File: config.mk
export PLATFORM = sky130hd
export DESIGN_NAME = ffba_ctrl
export DESIGN_NICKNAME = d
export VERILOG_FILES = /design/src/ffba_pkg.sv /design/src/ffba_ctrl.sv
export SDC_FILE = /design/constraint.sdc
export NUM_CORES = 1
export LEC_CHECK = 0
export ABC_AREA = 1
export BUFFER_PORTS_ARGS = -buffer_cell sky130_fd_sc_hd__buf_2
export CAP_MARGIN = 15
export CORE_AREA = 2 2 39 41
export CTS_CLUSTER_SIZE = 25
export DETAILED_ROUTE_END_ITERATION = 12
export DIE_AREA = 0 0 41 43
export PLACE_DENSITY = 0.67
export SLEW_MARGIN = 20
export SYNTH_ARGS = -nofsm -noshare
export SYNTH_HDL_FRONTEND = slang
export SYNTH_SLANG_ARGS = --single-unit
File: constraint.sdc
create_clock -name clk -period 1.2 [get_ports clk]
set_clock_uncertainty 0.05 [all_clocks]
set_input_delay 0.12 -clock clk [delete_from_list [all_inputs] [get_ports clk]]
set_output_delay 0.12 -clock clk [all_outputs]
set_load 0.02 [all_outputs]
File: src/ffba_pkg.sv
`timescale 1ns / 1ps
`default_nettype none
package ffba_pkg;

  // map geometry
  localparam int MAP_ROWS  = 16;
  localparam int MAP_COLS  = 64;
  localparam int MAP_DEPTH = MAP_ROWS * MAP_COLS;

  // field widths
  localparam int OP_W   = 1;
  localparam int SIZE_W = 11;
  localparam int OWN_W  = 5;
  localparam int BLK_W  = 10;
  localparam int ST_W   = 2;
  localparam int ROW_W  = 5;
  localparam int COL_W  = 7;

  // linear length and sums of start and size
  localparam int LEN_W = BLK_W + 1;
  localparam int SUM_W = LEN_W + 1;

  // map memory: one word holds a group of blocks
  localparam int LANES   = 8;
  localparam int LANE_W  = $clog2(LANES);
  localparam int WORDS   = MAP_DEPTH / LANES;
  localparam int WADDR_W = $clog2(WORDS);
  localparam int WORD_W  = LANES * OWN_W;

  // configuration port
  localparam int CFG_IDX_W  = 1;
  localparam int CFG_DATA_W = COL_W;
  localparam logic [CFG_IDX_W-1:0] CFG_ROWS = 1'b0;
  localparam logic [CFG_IDX_W-1:0] CFG_COLS = 1'b1;
  localparam logic [ROW_W-1:0] ROWS_RESET = ROW_W'(MAP_ROWS);
  localparam logic [COL_W-1:0] COLS_RESET = COL_W'(MAP_COLS);

  // codes
  localparam logic [OWN_W-1:0] FREE_CODE = 5'd31;
  localparam logic [OP_W-1:0]  OP_ALLOC  = 1'b0;
  localparam logic [OP_W-1:0]  OP_FREE   = 1'b1;
  localparam logic [ST_W-1:0]  ST_DONE    = 2'd0;
  localparam logic [ST_W-1:0]  ST_NO_ROOM = 2'd1;
  localparam logic [ST_W-1:0]  ST_CLIPPED = 2'd2;

  // controller to datapath
  typedef struct packed {
    logic clear;
    logic take;
    logic prep;
    logic scan;
    logic wprep;
    logic write;
    logic put;
  } ffba_cmd_t;

  // datapath to controller
  typedef struct packed {
    logic clear_last;
    logic is_free;
    logic alloc_ok;
    logic free_go;
    logic hit;
    logic scan_last;
    logic write_last;
    logic out_free;
  } ffba_stat_t;

endpackage
`default_nettype wire

File: src/ffba_ctrl.sv
`timescale 1ns / 1ps
`default_nettype none
module ffba_ctrl (
  input  logic                 clk,
  input  logic                 rst,
  input  logic                 in_valid,
  output logic                 in_stall,
  output ffba_pkg::ffba_cmd_t  cmd,
  input  ffba_pkg::ffba_stat_t stat
);
  import ffba_pkg::*;

  typedef enum logic [6:0] {
    S_CLEAR = 7'b0000001,
    S_IDLE  = 7'b0000010,
    S_SETUP = 7'b0000100,
    S_SCAN  = 7'b0001000,
    S_WPREP = 7'b0010000,
    S_WRITE = 7'b0100000,
    S_PUT   = 7'b1000000
  } state_t;

  state_t state;
  state_t state_next;

  assign in_stall = state != S_IDLE;

  // sequencing of one item
  always_comb begin
    state_next = state;
    cmd        = '0;
    case (state)
      S_CLEAR: begin
        cmd.clear = 1'b1;
        if (stat.clear_last) begin
          state_next = S_IDLE;
        end
      end
      S_IDLE: begin
        if (in_valid) begin
          cmd.take   = 1'b1;
          state_next = S_SETUP;
        end
      end
      S_SETUP: begin
        cmd.prep = 1'b1;
        if (stat.is_free) begin
          state_next = stat.free_go ? S_WRITE : S_PUT;
        end else begin
          state_next = stat.alloc_ok ? S_SCAN : S_PUT;
        end
      end
      S_SCAN: begin
        cmd.scan = 1'b1;
        if (stat.hit) begin
          state_next = S_WPREP;
        end else if (stat.scan_last) begin
          state_next = S_PUT;
        end
      end
      S_WPREP: begin
        cmd.wprep  = 1'b1;
        state_next = S_WRITE;
      end
      S_WRITE: begin
        cmd.write = 1'b1;
        if (stat.write_last) begin
          state_next = S_PUT;
        end
      end
      S_PUT: begin
        if (stat.out_free) begin
          cmd.put    = 1'b1;
          state_next = S_IDLE;
        end
      end
      default: begin
        state_next = S_IDLE;
      end
    endcase
  end

  always_ff @(posedge clk) begin
    if (rst) begin
      state <= S_CLEAR;
    end else begin
      state <= state_next;
    end
  end

endmodule
`default_nettype wire

# Word level (Yosys, flattened, before mapping)

Cells that the tools add are included.

Reduce and logical (&&, ||, !) cells: 1
Multiplexer cells: 19
Equality and inequality tests: 13

Operators by type and width:

| cell                                                             | number |
|---|---|
| 7-bit 2-to-1 mux                                                 | 9 |
| 7-bit case mux with 7 select lines                               | 1 |
| 1-bit 2-to-1 mux                                                 | 9 |
| 2-bit != test (second input constant)                            | 4 |
| 7-bit by 1-bit == test with 1-bit output (second input constant) | 1 |
| 7-bit by 2-bit == test with 1-bit output (second input constant) | 1 |
| 7-bit by 3-bit == test with 1-bit output (second input constant) | 1 |
| 7-bit by 4-bit == test with 1-bit output (second input constant) | 1 |
| 7-bit by 5-bit == test with 1-bit output (second input constant) | 1 |
| 7-bit by 6-bit == test with 1-bit output (second input constant) | 1 |
| 7-bit == test (second input constant)                            | 1 |
| 7-bit by 2-bit != test with 1-bit output (second input constant) | 1 |
| 5-bit AND reduction                                              | 1 |
| 3-bit != test (second input constant)                            | 1 |

Word-level logic and storage cells: 34
Bits in registers: 7

# Depth between registers and ports, before layout

Word-level depth: 3
Gate-level depth with buffers: 9
Mapped depth without buffers: 9

# Least setup slack after synthesis

Ideal clock, no wire load.

Path type: register -> register
Start point: reg state[5]
End point: reg state[6]
Cell stages (with the launch flop): 9
Period minus slack after synthesis: 1.315 ns
Setup slack: -0.115 ns
Required time: 1.037 ns
Setup time: 0.113 ns
Arrival: 1.152 ns
Path through: dfxtp_1 inv_1 nand3_2 nor2_2 nand3b_1 nand2_1 nor2_1 nor2_1 nor2_1

Longest elaborated chain between the ends: 3
Elaborated cells on any way between the ends: 14
Those cells by class: eq/ne (12); mux (1); reduce/logical (1)

Ends and longest elaborated chain:

| element                                                                | line            | RTL |
|---|---|---|
| from (decl)                                                            | ffba_ctrl.sv:23 | `state_t state;` |
| from (signal assigned)                                                 | ffba_ctrl.sv:87 | `state <= state_next;` |
| 7-bit by 4-bit == test with 1-bit output, or another cell as far along | ffba_ctrl.sv:32 | `case (state)` |
| 3-bit != test (no line) or 2-bit != test (tied branches)               | --              |  |
| 5-bit AND reduction (no line)                                          | --              |  |

Parallel ways exist; a longest one is shown, timed or not.
A chain may end at the register's enable or synchronous reset.

==> metrics <==
Slew headroom=84.4%; Worst R2R Setup Slack=-0.13 ns; RSZ-0062 raised after global routing=true; Hold Path Class=input pin to flip-flop; worst setup margin=-0.211 ns; top-area cell type share of the netlist area=26.0%; Internal Power=503 µW; area delta synth->final=78.7%; Detailed Place HPWL=1050 µm; sequential share of power=33.5%; Crit Reg-Reg Startpoint=state[1]$_SDFFE_PP0P_; PwrDens=804 nW/µm²; die area=1760 µm²; Placed Area=677 µm²; antenna viol nets, final=0; Avg Cell Area, Syn=5.80 µm²; initial antenna violation count=0; Register-to-Register Path Depth=10; H-tree Lvls=1; crit end category=output port; Worst-path clk slew=0.06 ns; Mapped Cells=93; worst hold path depth=2; maximum VDD drop=0.442 mV; Top reg by flops=state; Worst Hold Margin=-0.000846 ns; syn nets=104; maximum clock path buffer count=2; ant diodes=0; DR WL met2=948 µm; CP Data Required Time=1.03 ns; fin crit share=118%; sequential fraction of the synthesis area=26.0%; port bufs=18; Die Wd=41 µm; TritonCTS clock tree=built; final instance area=963 µm²; total number of yosys warnings=0; Post-synth top cells=20 x inv_1, 20 x nand2_1, 18 x nor2_1; gpl congestion=0.792; Clk Latency, worst-skew pair=0.26 ns; EDFF count, synth=0; Final Hold Viols=1; global route overflow=0; die height=43 µm; Crit Reg-Reg Endpoint=state[6]$_SDFFE_PP0P_; vias per cell=4.92; CP arrival=1.24 ns; Post-Route WL=1740 µm; Net Sw Frac=35.1%; CTS sink cnt=7; beginning of the worst hold path=rst; via count=709; Setup violations, final=12; pre-CTS setup slack=-0.0854 ns; # rows=14; IO Count=19; critical path peak fanout=5; Nets=140; part of the power in combinational logic=36.4%; top_reg_cell synth=dfxtp_1; CTS buffer count=3; clk root buf=clkbuf_4; status=finished, violations left; NetSw=272 µW; Yosys top cell by area=dfxtp_1; core area=1380 µm²; failing checks=negative hold slack, negative setup slack; router iterations before antenna repair=4; detailed route wirelength on metal3=67 µm; library cells used by synthesis=17; max_cap viols=0; Async S/R FF share, synth=0%; layout cells sized above 1=61.7%; top cells by area, synth=dfxtp_1 26%, inv_1 14%, nand2_1 14%, nor2_1 13%, nand3_1 5.6%; Starting Density=39.0%; top flop regs=state (7); kind of critical path=flip-flop to output port; fill cell count=102; Fmax=709 MHz; Top Layer Used=met4; Overall Global Routing Usage=22.1%; Setup crit start kind=flip-flop; largest net degree at the start of global routing=6; first-pass GRT wire length=2620 µm; mapped cell area=539 µm²; Worst Setup SP=state[1]$_SDFFE_PP0P_; Hold EP=state[4]$_SDFFE_PP0P_; met1 WL=675 µm; total power=774 µW; # hold bufs at CTS=0; mean routed wirelength per cell=12.1 µm; Tmin final=1.41 ns; max reg flops=7; register bit total from synthesis=7; Detailed Route Iter0 Violations=15; clock group share of total power=30.0%; number of global-route vias before repair=641; Final Max Tran Viols=0; Remaining DRCs=0; Slew @ Worst Pin=0.232 ns; Leak Pwr=0.529 nW
-- worst max-delay path by stage --
stage                            endpoint  cells after the start
detailed placement  state[6]$_SDFFE_PP0P_                      9
global placement    state[6]$_SDFFE_PP0P_                      9
finish                             cmd[2]                      6
global route                       cmd[2]                      6
floorplan           state[6]$_SDFFE_PP0P_                      8
CTS                                cmd[2]                      6
-- timing repair --
| action | in CTS | in global routing |
|---|---|---|
| cloned | 0 | 0 |
| pin swaps | 17 | 8 |
| resized for setup | 46 | 16 |
| setup buffers | 10 | 1 |
| endpoints found under the setup margin | 12 | 13 |
-- cell usage in the layout, fill, tap and decap left out, types with 3 or more instances in the layout --
master	synthesis	layout
dfxtp_2	0	6
nor2_4	2	5
buf_2	0	10
nand2_1	20	14
inv_2	1	7
buf_6	0	11
nand3_2	3	5
inv_1	20	13
clkbuf_4	0	3
nand4_1	3	3
nand2_2	3	7
buf_4	0	10
nor2_1	18	10
nor2_2	1	6
-- cells by family (layout without fill, tap and decap cells) --
group / after synthesis / in the layout / synth area share (%)
AO/OA/AOI/OAI: 4 / 4 / 4.18
buffers and inverters: 21 / 56 / 14.6
flip-flops: 7 / 7 / 26.0
AND/OR/NAND/NOR: 61 / 61 / 55.2
-- power by group through the flow --
| stage | clock network, mW | logic (mW) | registers [mW] |
|---|---|---|---|
| after global placement | 0 | 0.173 | 0.257 |
| after CTS | 0.226 | 0.246 | 0.256 |
| final | 0.233 | 0.282 | 0.260 |
| after floorplan | 0 | 0.119 | 0.256 |
| after detailed placement | 0 | 0.173 | 0.257 |
| after global routing | 0.244 | 0.304 | 0.261 |
-- per-stage QoR --
stage / setup TNS (ns) / util, % / hold slack [ns] / std cells
3_3_place_gp: -0.261 / 48.9 / 0.270 / 129
4_1_cts: -1.56 / 64.7 / 0.00228 / 143
6_report: -1.60 / 69.6 / -0.000846 / 144
5_1_grt: -2.37 / 69.6 / 0.000131 / 144
3_5_place_dp: -0.252 / 48.9 / 0.274 / 129
2_1_floorplan: -0.0483 / - / 0.147 / 93
-- worst max-delay path, stage by stage (launching register included) --
cell and delay, ns:
dfxtp_2 0.34, inv_2 0.06, nand2_2 0.08, nor2_4 0.14
nand4_1 0.15, inv_1 0.10, buf_6 0.11
-- layer usage --
layer  vias up  global-route usage (%)
met4         0                    12.0
met1       325                    25.6
met5         -                       0
li1        356                       -
met3         5                    1.57
met2        23                    37.2
-- layout make-up --
cell class / count / area (µm²) / area share, %
clock buffers: 4 / 26.3 / 2.73
inverters: 21 / 81.3 / 8.44
multi-input cells: 65 / 439 / 45.6
flip-flops and latches: 7 / 148 / 15.3
well taps: 16 / 20.0 / 2.08
repair buffers: 31 / 249 / 25.8
No activity file was read; power rests on OpenSTA's default activity.
